--- config.mk ---
export PLATFORM = sky130hd
export DESIGN_NAME = packet_splitting_stuffing_framer
export DESIGN_NICKNAME = d
export VERILOG_FILES = /design/src/sv/psf_pkg.sv /design/src/sv/packet_splitting_stuffing_framer.sv
export SDC_FILE = /design/constraint.sdc
export NUM_CORES = 1
export LEC_CHECK = 0
export ABC_CLOCK_PERIOD_IN_PS = 3800
export BUFFER_PORTS_ARGS = -buffer_cell sky130_fd_sc_hd__buf_4
export CORE_MARGIN = 4
export CORE_UTILIZATION = 27
export CTS_CLUSTER_DIAMETER = 200
export DETAILED_ROUTE_END_ITERATION = 10
export PLACE_DENSITY = 0.45
export SLEW_MARGIN = 20
export SYNTH_ARGS = -nofsm -noshare
export SYNTH_HDL_FRONTEND = slang
export SYNTH_SLANG_ARGS = --single-unit
--- constraint.sdc ---
create_clock -name clk -period 3.8 [get_ports clk]
set_input_delay 0.19 -clock clk [delete_from_list [all_inputs] [get_ports clk]]
set_output_delay 0.19 -clock clk [all_outputs]
set_load 0.05 [all_outputs]
--- src/sv/psf_pkg.sv ---
`timescale 1ns / 1ps
// shared types and constants for the packet framer
// no dependencies
package psf_pkg;

  localparam int BYTE_W = 8;
  localparam int CRC_W  = 16;
  localparam int CFG_IDX_W  = 3;
  localparam int CFG_DATA_W = 16;
  localparam int STEP_W = 3;

  localparam logic [CFG_IDX_W-1:0] CFG_SOURCE_ADDRESS = 3'd0;
  localparam logic [CFG_IDX_W-1:0] CFG_MAX_PAYLOAD    = 3'd1;
  localparam logic [CFG_IDX_W-1:0] CFG_CRC_POLYNOMIAL = 3'd2;
  localparam logic [CFG_IDX_W-1:0] CFG_FLAG_BYTE      = 3'd3;
  localparam logic [CFG_IDX_W-1:0] CFG_ESCAPE_BYTE    = 3'd4;

  localparam logic [BYTE_W-1:0] RST_SOURCE_ADDRESS = 8'd0;
  localparam logic [BYTE_W-1:0] RST_MAX_PAYLOAD    = 8'd32;
  localparam logic [CRC_W-1:0]  RST_CRC_POLYNOMIAL = 16'd4129;
  localparam logic [BYTE_W-1:0] RST_FLAG_BYTE      = 8'd126;
  localparam logic [BYTE_W-1:0] RST_ESCAPE_BYTE    = 8'd125;

  localparam logic [BYTE_W-1:0] ESC_XOR = 8'h20;

  typedef enum logic [4:0] {
    ST_IDLE = 5'b00001,
    ST_DIV  = 5'b00010,
    ST_PICK = 5'b00100,
    ST_CRC  = 5'b01000,
    ST_OUT  = 5'b10000
  } state_t;

  // position within a frame
  typedef enum logic [3:0] {
    EL_FLAG_OPEN,
    EL_FRAME_IDX,
    EL_LAST_IDX,
    EL_SRC,
    EL_DEST,
    EL_LEN,
    EL_DATA,
    EL_CRC_HI,
    EL_CRC_LO,
    EL_FLAG_CLOSE
  } elem_t;

  typedef enum logic {
    OP_CRC,
    OP_DIV
  } op_t;

endpackage

--- src/sv/packet_splitting_stuffing_framer.sv ---
`timescale 1ns / 1ps
// Each header or payload byte is selected, then passed through one shared shift unit for
// the crc, then sent as one or two output beats; a frame opening adds the flag and five
// header bytes, a frame close adds two crc bytes and the flag. A first beat of a nonempty
// packet also runs a divide on the same unit. Not ready while a beat is in work.
// Synchronous active-low reset clears control state and loads register defaults.
module packet_splitting_stuffing_framer (
  input  logic                               clk,
  input  logic                               rst_n,
  input  logic                               in_valid,
  output logic                               in_ready,
  input  logic [psf_pkg::BYTE_W-1:0]         in_data_byte,
  input  logic [psf_pkg::BYTE_W-1:0]         in_packet_length,
  input  logic [psf_pkg::BYTE_W-1:0]         in_dest_address,
  input  logic                               in_first_of_packet,
  output logic                               out_valid,
  input  logic                               out_ready,
  output logic [psf_pkg::BYTE_W-1:0]         out_line_byte,
  output logic                               out_frame_end,
  output logic                               out_last_of_run,
  input  logic                               cfg_we,
  input  logic [psf_pkg::CFG_IDX_W-1:0]      cfg_index,
  input  logic [psf_pkg::CFG_DATA_W-1:0]     cfg_data
);
  import psf_pkg::*;

  // configuration
  logic [BYTE_W-1:0] src_addr_r, max_pl_r, flag_r, esc_r;
  logic [CRC_W-1:0]  poly_r;

  // control and datapath state
  state_t            state_r, state_nxt;
  elem_t             elem_r, elem_nxt;
  logic [CRC_W-1:0]  acc_r, acc_nxt;
  logic [STEP_W-1:0] step_r, step_nxt;
  logic [BYTE_W-1:0] pbl_r, pbl_nxt;
  logic [BYTE_W-1:0] fbl_r, fbl_nxt;
  logic [BYTE_W-1:0] fidx_r, fidx_nxt;
  logic [BYTE_W-1:0] lfi_r, lfi_nxt;
  logic [BYTE_W-1:0] dest_r, dest_nxt;
  logic [BYTE_W-1:0] data_r, data_nxt;
  logic [BYTE_W-1:0] byte_r, byte_nxt;
  logic              last_r, last_nxt;
  logic              esc_pend_r, esc_pend_nxt;
  logic [BYTE_W-1:0] obyte_r, obyte_nxt;
  logic              oend_r, oend_nxt;
  logic              olast_r, olast_nxt;

  // shared shift unit: crc step or restoring divide step
  op_t               op;
  logic [CRC_W-1:0]  unit_out;
  logic [CRC_W-1:0]  shl;
  logic [BYTE_W:0]   rem_sh, rem_diff, divisor;
  logic              rem_ge;
  logic [BYTE_W-1:0] limit;

  assign limit   = (max_pl_r == '0) ? BYTE_W'(1) : max_pl_r;
  assign divisor = {1'b0, limit};
  assign shl     = {acc_r[CRC_W-2:0], 1'b0};
  // acc holds {remainder, quotient} while dividing
  assign rem_sh   = acc_r[CRC_W-1:BYTE_W-1];
  assign rem_diff = rem_sh - divisor;
  assign rem_ge   = (rem_sh >= divisor);

  always_comb begin
    unique case (op)
      OP_CRC: unit_out = acc_r[CRC_W-1] ? (shl ^ poly_r) : shl;
      OP_DIV: unit_out = {(rem_ge ? rem_diff[BYTE_W-1:0] : rem_sh[BYTE_W-1:0]),
                          acc_r[BYTE_W-2:0], rem_ge};
      default: unit_out = shl;
    endcase
  end

  assign op = (state_r == ST_DIV) ? OP_DIV : OP_CRC;

  assign in_ready        = (state_r == ST_IDLE);
  assign out_valid       = (state_r == ST_OUT);
  assign out_line_byte   = obyte_r;
  assign out_frame_end   = oend_r;
  assign out_last_of_run = olast_r;

  // sequencer
  logic              stuff;
  logic [BYTE_W-1:0] fbl_dec;

  assign fbl_dec = fbl_r - BYTE_W'(1);

  always_comb begin
    state_nxt    = state_r;
    elem_nxt     = elem_r;
    acc_nxt      = acc_r;
    step_nxt     = step_r;
    pbl_nxt      = pbl_r;
    fbl_nxt      = fbl_r;
    fidx_nxt     = fidx_r;
    lfi_nxt      = lfi_r;
    dest_nxt     = dest_r;
    data_nxt     = data_r;
    byte_nxt     = byte_r;
    last_nxt     = last_r;
    esc_pend_nxt = esc_pend_r;
    obyte_nxt    = obyte_r;
    oend_nxt     = oend_r;
    olast_nxt    = olast_r;
    stuff        = 1'b0;

    unique case (state_r)
      ST_IDLE: begin
        if (in_valid) begin
          data_nxt = in_data_byte;
          if (in_first_of_packet) begin
            pbl_nxt  = in_packet_length;
            fbl_nxt  = '0;
            fidx_nxt = '0;
            dest_nxt = in_dest_address;
            step_nxt = '0;
            if (in_packet_length == '0) begin
              lfi_nxt = '0;
              acc_nxt = '0;
            end else begin
              acc_nxt   = {BYTE_W'(0), in_packet_length - BYTE_W'(1)};
              state_nxt = ST_DIV;
            end
          end else if (pbl_r != '0) begin
            elem_nxt  = (fbl_r == '0) ? EL_FLAG_OPEN : EL_DATA;
            state_nxt = ST_PICK;
          end
        end
      end

      ST_DIV: begin
        acc_nxt  = unit_out;
        step_nxt = step_r + STEP_W'(1);
        if (step_r == '1) begin
          lfi_nxt   = unit_out[BYTE_W-1:0];
          acc_nxt   = '0;
          elem_nxt  = EL_FLAG_OPEN;
          state_nxt = ST_PICK;
        end
      end

      ST_PICK: begin
        step_nxt = '0;
        last_nxt = 1'b0;
        unique case (elem_r)
          EL_FLAG_OPEN: begin
            acc_nxt   = '0;
            obyte_nxt = flag_r;
            oend_nxt  = 1'b0;
            olast_nxt = 1'b0;
            esc_pend_nxt = 1'b0;
            state_nxt = ST_OUT;
          end
          EL_FRAME_IDX: byte_nxt = fidx_r;
          EL_LAST_IDX:  byte_nxt = lfi_r;
          EL_SRC:       byte_nxt = src_addr_r;
          EL_DEST:      byte_nxt = dest_r;
          EL_LEN: begin
            byte_nxt = (pbl_r < limit) ? pbl_r : limit;
            fbl_nxt  = byte_nxt;
          end
          EL_DATA: begin
            byte_nxt = data_r;
            fbl_nxt  = fbl_dec;
            pbl_nxt  = pbl_r - BYTE_W'(1);
            last_nxt = (fbl_dec != '0);
          end
          EL_CRC_HI: begin
            byte_nxt = acc_r[CRC_W-1:BYTE_W];
            stuff    = 1'b1;
          end
          EL_CRC_LO: begin
            byte_nxt = acc_r[BYTE_W-1:0];
            stuff    = 1'b1;
          end
          EL_FLAG_CLOSE: begin
            acc_nxt   = '0;
            fidx_nxt  = fidx_r + BYTE_W'(1);
            last_nxt  = 1'b1;
            obyte_nxt = flag_r;
            oend_nxt  = 1'b1;
            olast_nxt = 1'b1;
            esc_pend_nxt = 1'b0;
            state_nxt = ST_OUT;
          end
          default: state_nxt = ST_IDLE;
        endcase
        // header and payload bytes go through the crc first
        if (elem_r == EL_FRAME_IDX || elem_r == EL_LAST_IDX || elem_r == EL_SRC ||
            elem_r == EL_DEST || elem_r == EL_LEN || elem_r == EL_DATA) begin
          acc_nxt   = acc_r ^ {byte_nxt, BYTE_W'(0)};
          state_nxt = ST_CRC;
        end
      end

      ST_CRC: begin
        acc_nxt  = unit_out;
        step_nxt = step_r + STEP_W'(1);
        if (step_r == '1) begin
          stuff = 1'b1;
        end
      end

      ST_OUT: begin
        if (out_ready) begin
          if (esc_pend_r) begin
            obyte_nxt    = byte_r ^ ESC_XOR;
            olast_nxt    = last_r;
            esc_pend_nxt = 1'b0;
          end else if (last_r) begin
            state_nxt = ST_IDLE;
          end else begin
            state_nxt = ST_PICK;
            unique case (elem_r)
              EL_FLAG_OPEN: elem_nxt = EL_FRAME_IDX;
              EL_FRAME_IDX: elem_nxt = EL_LAST_IDX;
              EL_LAST_IDX:  elem_nxt = EL_SRC;
              EL_SRC:       elem_nxt = EL_DEST;
              EL_DEST:      elem_nxt = EL_LEN;
              EL_LEN:       elem_nxt = EL_DATA;
              EL_DATA:      elem_nxt = EL_CRC_HI;
              EL_CRC_HI:    elem_nxt = EL_CRC_LO;
              EL_CRC_LO:    elem_nxt = EL_FLAG_CLOSE;
              EL_FLAG_CLOSE: state_nxt = ST_IDLE;
              default:      state_nxt = ST_IDLE;
            endcase
          end
        end
      end

      default: state_nxt = ST_IDLE;
    endcase

    // load the output beat, with escape where the byte clashes
    if (stuff) begin
      oend_nxt  = 1'b0;
      state_nxt = ST_OUT;
      if (byte_nxt == flag_r || byte_nxt == esc_r) begin
        obyte_nxt    = esc_r;
        olast_nxt    = 1'b0;
        esc_pend_nxt = 1'b1;
      end else begin
        obyte_nxt    = byte_nxt;
        olast_nxt    = last_nxt;
        esc_pend_nxt = 1'b0;
      end
    end
  end

  always_ff @(posedge clk) begin
    if (!rst_n) begin
      state_r    <= ST_IDLE;
      elem_r     <= EL_FLAG_OPEN;
      acc_r      <= '0;
      step_r     <= '0;
      pbl_r      <= '0;
      fbl_r      <= '0;
      fidx_r     <= '0;
      lfi_r      <= '0;
      dest_r     <= '0;
      last_r     <= 1'b0;
      esc_pend_r <= 1'b0;
      src_addr_r <= RST_SOURCE_ADDRESS;
      max_pl_r   <= RST_MAX_PAYLOAD;
      poly_r     <= RST_CRC_POLYNOMIAL;
      flag_r     <= RST_FLAG_BYTE;
      esc_r      <= RST_ESCAPE_BYTE;
    end else begin
      state_r    <= state_nxt;
      elem_r     <= elem_nxt;
      acc_r      <= acc_nxt;
      step_r     <= step_nxt;
      pbl_r      <= pbl_nxt;
      fbl_r      <= fbl_nxt;
      fidx_r     <= fidx_nxt;
      lfi_r      <= lfi_nxt;
      dest_r     <= dest_nxt;
      last_r     <= last_nxt;
      esc_pend_r <= esc_pend_nxt;
      if (cfg_we) begin
        unique case (cfg_index)
          CFG_SOURCE_ADDRESS: src_addr_r <= cfg_data[BYTE_W-1:0];
          CFG_MAX_PAYLOAD:    max_pl_r   <= cfg_data[BYTE_W-1:0];
          CFG_CRC_POLYNOMIAL: poly_r     <= cfg_data[CRC_W-1:0];
          CFG_FLAG_BYTE:      flag_r     <= cfg_data[BYTE_W-1:0];
          CFG_ESCAPE_BYTE:    esc_r      <= cfg_data[BYTE_W-1:0];
          default: ;
        endcase
      end
    end
  end

  // payload registers
  always_ff @(posedge clk) begin
    data_r  <= data_nxt;
    byte_r  <= byte_nxt;
    obyte_r <= obyte_nxt;
    oend_r  <= oend_nxt;
    olast_r <= olast_nxt;
  end

endmodule

==> summary.md, run 1 <==
| Metric | Value |
|---|---|
| HPWL Detailed | 28200 um |
| Area of the mapped netlist | 8830 um^2 |
| Crit path max fanout | 7 |
| Drt first pass iters | 6 |
| Min Clock Period, post-route | 3.65 ns |
| Share of the synthesized area in the top cell type | 0.288 |
| Post-Route WL | 37100 um |
| WS Path Type | flop to flop |
| Routed via count | 9285 |
| Synthesis Warnings | 0 |
| H-tree depth | 4 |
| Cells after Synth | 1148 |
| Syn nets | 1221 |
| Yosys top cell by area | dfxtp_1 |
| Final ANT Viol Nets | 0 |
| Worst r2r path cells | 16 |
| Critical path capture point type | flop |
| Worst r2r src | max_pl_r[2] |
| Initial antenna violation count | 0 |
| Leakage | 4.25 nW |
| Routed len/inst | 21.2 um |
| Core area | around 32000 um^2 |
| DIE AREA | 35700 um^2 |
| CTS clock-pin slew for the worst setup and hold paths | 0.07 ns |
| Hold Violations, Final | 0 |
| Status | completed |
| Clk root buf | clkbuf_16 |
| Final period util | 0.960 |
| Layout cells sized above 1 | 0.196 |
| R2R setup slack | roughly 0.15 ns |
| Worst EP arrival | 3.82 ns |
| Largest net degree at the start of global routing | 50 |
| Post-route design area | roughly 11000 um^2 |
| Post-synth EDFFs | 17 |
| Slew margin rel. | 0.226 |
| Top-Level Pins | 61 |
| TritonCTS clock tree | yes |
| Crit. Startpoint | max_pl_r[2] |
| Synthesized flop and latch total | 144 |
| Biggest regs | acc_r: 16 flops, poly_r: 16 flops |
| R2R Path End | out_line_byte[0] |
| TritonCTS Buffers | 17 |
| Max-Cap Viols | 0 |
| Area growth, synth to finish | 29.6% |
| Pwr dens | between 400 and 500 nW/um^2 |
| Netlist cell types | between 80 and 90 |
| All-Layer GR Usage | 0.205 |
| Async SR Flop Fraction | 0 |
| Post-synth top flop | dfxtp_1 |
| Worst hold slack | 0.0522 ns |
| DR vias/cell | 5.31 |
| Initial DRC count | 723 |
| Hold depth | 3 |
| CP startpoint kind | flop |
| Nets | 1375 |
| Row cnt | 65 |
| Count leader, synth | nand2_1 |
| Final count of pins violating max slew | 0 |
| Sequential element share of the synthesized area | 0.346 |
| Placed cell areas | ~10000 um^2 |
| Die width | 189 um |
| Commonest cells in the netlist | 180 x nand2_1, 127 x dfxtp_1, 124 x a21oi_1 |
| WHS Endpoint | pbl_r[0] |
| Drc violations | 0 |
| Die height | 189 um |
| Setup_tns | 0 ns |
| PortBufs | 60 |
| Worst Tran Pin Value | 1.16 ns |
| Tot Pwr | 5.00 mW |
| Fmax | 274 MHz |
| Final Skew | 0.0112 ns |
| Average cell area after synthesis | 7.70 um^2 |
| Initial Util | 0.277 |
| CTS Sinks | about 140 |
| Global-route wire length before repair | roughly 56000 um |
| Data required, critical path | approximately 4 ns |
| Largest cells by area after synthesis | dfxtp_1 29%, nand2_1 7.6%, a21oi_1 7.0% |
| Vias in the first global route | between 8000 and 9000 |
| Grt ovf | 0 |
| Clock Path Buffers | 2 |
| Antenna diode instance count | 0 |
| VDD IR max | 0.308 mV |
| Setup-failing EPs final | 0 |
| Hold/Removal Path Class | input pin to flop |
| Clock latency on the worst-skew pair | 0.44 ns |
| Placer Congestion | 0.944 |
| Hold_sp | in_packet_length[0] |
[layout by cell type (no fill, tap or decap), types with 7 or more instances in the layout]
cell type and n:
a211oi_1 12, a21oi_1 124, a221oi_1 7, a22oi_1 17
a31oi_1 7, a32oi_1 8, and2_1 10, and3_1 19
buf_4 163, clkbuf_16 17, dfxtp_1 124, dlygate4sd3_1 24
edfxtp_1 17, ha_1 21, inv_1 49, mux2i_1 33
nand2_1 179, nand2b_1 14, nand3_1 34, nand4_1 16
nor2_1 111, nor2b_1 11, nor3_1 24, nor4_1 14
o211ai_1 12, o21a_1 7, o21ai_0 65, xnor2_1 9
xor2_1 10
[worst max-delay path: stages (launching register included)]
cell	delay, ns
dfxtp_1	0.34
inv_1	0.06
ha_1	0.27
o21ai_0	0.20
a21oi_1	0.11
o32ai_2	0.29
buf_6	0.19
buf_4	0.13
mux2i_1	0.12
a22oi_1	0.22
nand2_1	0.13
a311oi_2	0.22
nand4_2	0.20
o32ai_4	0.40
buf_6	0.17
mux2i_1	0.24
a221oi_2	0.10
[cells by family (layout without fill, tap and decap cells)]
logic type / count (synthesis) / in the layout / share of synthesized area
muxes: 41 / 41 / 0.0470
AOI/OAI and AO/OA: 334 / 334 / 0.247
xor gates and xnor gates: 20 / 20 / 0.0198
adders and majority gates: 24 / 24 / 0.0348
and+or+nand+nor: 475 / 475 / 0.253
buffers and inverters: 110 / 277 / 0.0524
DFF: 144 / 144 / 0.346
[layout make-up]
class	instances	area, um^2
clock inverters	15	141
inverters	50	188
multi-input cells	894	5500
repair buffers	195	1590
well taps	435	544
flip-flops and latches	144	3060
clock buffers	17	425
fillers	3471	20400
[through the flow]
step | util | std cells | setup slack (ns)
6_report | 0.359 | 1750 | 0.153
5_1_grt | 0.359 | 1750 | -0.0509
4_1_cts | 0.353 | 1749 | 0.00275
3_5_place_dp | 0.328 | 1693 | -0.00168
3_3_place_gp | 0.328 | 1693 | 0.0796
2_1_floorplan | - | 1148 | 0.122
[routing by layer]
metal	vias to the layer above	share of wire	GRT usage
met4	0	0.024	0.0625
met5	-	0	0
li1	4482	-	-
met2	283	0.45	0.323
met3	51	0.053	0.0352
met1	4469	0.47	0.289
[where the power goes]
| group | leakage (nW) | internal, mW | switching, mW |
|---|---|---|---|
| Clock | 0.275 | 0.872 | 0.824 |
| Combinational | 2.79 | 0.560 | 0.917 |
| Sequential | 1.18 | 1.69 | 0.134 |
[worst max path at each step]
stage	to	cells past startpoint	slack, ns
after floorplan	out_last_of_run	14	0.12
after global placement	out_line_byte[1]	15	0.08
after detailed placement	out_line_byte[5]	15	-0.002
after CTS	out_line_byte[5]	15	0.003
after global routing	out_line_byte[0]	16	-0.05
final	out_line_byte[0]	16	0.15
[repair_timing]
action	CTS	global route
hold endpoints to repair	24	0
gates resized for setup	3	37
setup buffers	0	1
pin swaps	3	13
endpoints found under the setup margin	2	16
hold buffers	24	0
(Power assumes the default switching activity.)
==> run 2: changes to the inputs <==
PLACE_DENSITY = 0.42   (was 0.45)
SLEW_MARGIN = unset   (was 20)
==> run 2 against run 1 <==
Cell count increased by 1.4%; critical path type unchanged; sequential power about the same; die area is the same; non-clock buffer count up 25; sequential share of layout area shrank 0.82 points; critical path depth down 3; clock power increased by 9%; highest routed layer unchanged; register-to-register slack about the same; utilization is 1.2 points higher; wire length up 3.3%; count of clock-buffer cells in the layout unchanged; global-route usage rose by 0.55 points.
==> summary.md, run 2 (synthesis gave the netlist of run 1 again) <==
| Metric | Value |
|---|---|
| Largest net degree at the start of global routing | 48 |
| Placer Congestion | 1.00 |
| Post-route insts no fill | about 1800 |
| CTS Sinks | between 100 and 150 |
| Worst slack, placed | -0.0820 ns |
| Drc violations | 0 |
| Grt ovf | 0 |
| Row cnt | 65 |
| Die height | 189 um |
| Most common cell after layout, fill and taps aside | buf_4 |
| Clock Path Buffers | 2 |
| Final count of pins violating max slew | 0 |
| Layout cells sized above 1 | 0.228 |
| Final period util | 0.960 |
| Crit path buf inv count | 3 |
| Tot Pwr | about 5.3 mW |
| H-tree depth | 4 |
| Status | completed |
| VDD IR max | 0.328 mV |
| Initial DRC count | 688 |
| Leakage | 4.46 nW |
| HPWL Detailed | 29200 um |
| Vias in the first global route | 9006 |
| Clock power share | 0.351 |
| NetSw | 1.89 mW |
| Hold Violations, Final | 0 |
| Slew margin rel. | 0.325 |
| DIE AREA | 35700 um^2 |
| Critical path's top delay family | compound AO/OA/AOI/OAI gates |
| Slowest stage delay, CP | 0.42 ns |
| Clk root buf | clkbuf_16 |
| Post-Route WL | 38300 um |
| PortBufs | 60 |
| Post-Place Cells | roughly 1700 |
| Max-Cap Viols | 0 |
| Sw Ratio | 0.358 |
| Routed len/inst | 21.6 um |
| Antenna diode instance count | 0 |
| Register Area | about 3000 um^2 |
| Drt first pass iters | 5 |
| Post-route setup slack | 0.151 ns |
| Critical path capture point type | flop |
| Placed cell areas | 10600 um^2 |
| CP startpoint kind | flop |
| Logic gate share of total power | 0.304 |
| Crit-path cells | buf_4 -> or3b_4 -> buf_6 -> o22a_1 -> a32o_2 -> o311ai_2 -> nand4_1 -> a311oi_2 -> nand4_2 -> o32ai_4 -> buf_12 -> mux2i_2 -> a221oi_2 |
| Area growth, synth to finish | 34.0% |
| Setup_tns | 0 ns |
| Core area | 31900 um^2 |
| Clock latency on the worst-skew pair | 0.45 ns |
| TritonCTS clock tree | yes |
| Initial antenna violation count | 0 |
| Biggest regs | acc_r: 16 flops, poly_r: 16 flops |
| Top-Level Pins | 61 |
| Layout fillers | 3413 |
| Worst hold slack | around 0.043 ns |
| Routed via count | 9353 |
| Most frequent cells in the layout | 187 x buf_4, 179 x nand2_1, 122 x a21oi_1 |
| Setup-failing EPs final | 0 |
| Die width | ~190 um |
| WS Path Type | flop to flop |
| Slowest CP cell | or3b_4 |
| Worst EP arrival | 3.82 ns |
| Data required, critical path | about 4 ns |
| Final Skew | between 0.009 and 0.01 ns |
| Min Clock Period, post-route | 3.65 ns |
| DR vias/cell | roughly 5.3 |
| Hold/Removal Path Class | input pin to flop |
| Multi-input logic area | between 5000 and 6000 um^2 |
| Fmax | 274 MHz |
| Final ANT Viol Nets | 0 |
| Sequential power share | 0.345 |
| Cell internal pwr | 3.39 mW |
| TritonCTS Buffers | 17 |
| Worst Tran Pin Value | between 1 and 1.5 ns |
| Post-route design area | 11800 um^2 |
| CTS clock-pin slew for the worst setup and hold paths | 0.07 ns |
| Crit path max fanout | 8 |
| Pwr dens | around 450 nW/um^2 |
| Post-layout util | 0.371 |
| Initial Util | 0.277 |
| All-Layer GR Usage | 0.211 |
| Nets | 1400 |
| Global-route wire length before repair | 56900 um |
==> run 2: cell count changes in the layout (fill, tap and decap cells not counted), sizes merged <==
cell	delta
clkbuf	+1
bufinv	+3
inv	-3
buf	+24
==> run 2: repair_timing <==
action | in CTS | in global routing
setup endpoints to repair | 8 | 10
gates resized for setup | 6 | 61
gates cloned | 0 | 1
endpoints found under the hold margin | 24 | 0
buffers inserted | 0 | 9
hold buffers | 24 | 0
pin swaps | 3 | 20
==> run 2: final timing paths <==
path / slack (ns) / endpoint / startpoint / depth (start not counted)
worst max-delay path: 0.15 / out_line_byte[1] / elem_r[0] / 13
worst min-delay path: 0.04 / pbl_r[0] / in_packet_length[0] / 3
worst max register to register: 0.15 / out_line_byte[1] / elem_r[0] / 13
worst min register to register: 0.45 / src_addr_r[3] / src_addr_r[3] / 2
==> run 2: per-layer routing <==
layer | share of wire | routed length, um | up-vias | GRT usage
met4 | 0.025 | 957 | 0 | 0.0622
met2 | 0.45 | 17300 | 250 | 0.332
met5 | 0 | 0 | - | 0
met1 | 0.47 | 18100 | 4532 | 0.295
met3 | 0.051 | 1940 | 49 | 0.0393
li1 | - | - | 4522 | -
==> run 2: tightest hold or removal path, stage by stage <==
cell and delay, ns:
buf_4 0.13, nand3_1 0.06, a21oi_1 0.06
==> run 2: area by class of cell <==
| cell class | count | area share |
|---|---|---|
| flip-flops and latches | 144 | 0.259 |
| inverters | 50 | 0.0158 |
| clock inverters | 15 | 0.0169 |
| clock buffers | 17 | 0.0359 |
| multi-input cells | 894 | 0.474 |
| repair buffers | 220 | 0.152 |
| well taps | 435 | 0.0460 |
==> run 2: power groups by stage <==
| stage | logic [mW] | clock network [mW] | registers, mW |
|---|---|---|---|
| 2_1_floorplan | 0.791 | 0 | 1.85 |
| 3_3_place_gp | 1.44 | 0 | 1.86 |
| 3_5_place_dp | 1.44 | 0 | 1.85 |
| 4_1_cts | 1.48 | 1.89 | 1.82 |
| 5_1_grt | 1.74 | 1.95 | 1.84 |
| 6_report | 1.60 | 1.86 | 1.82 |
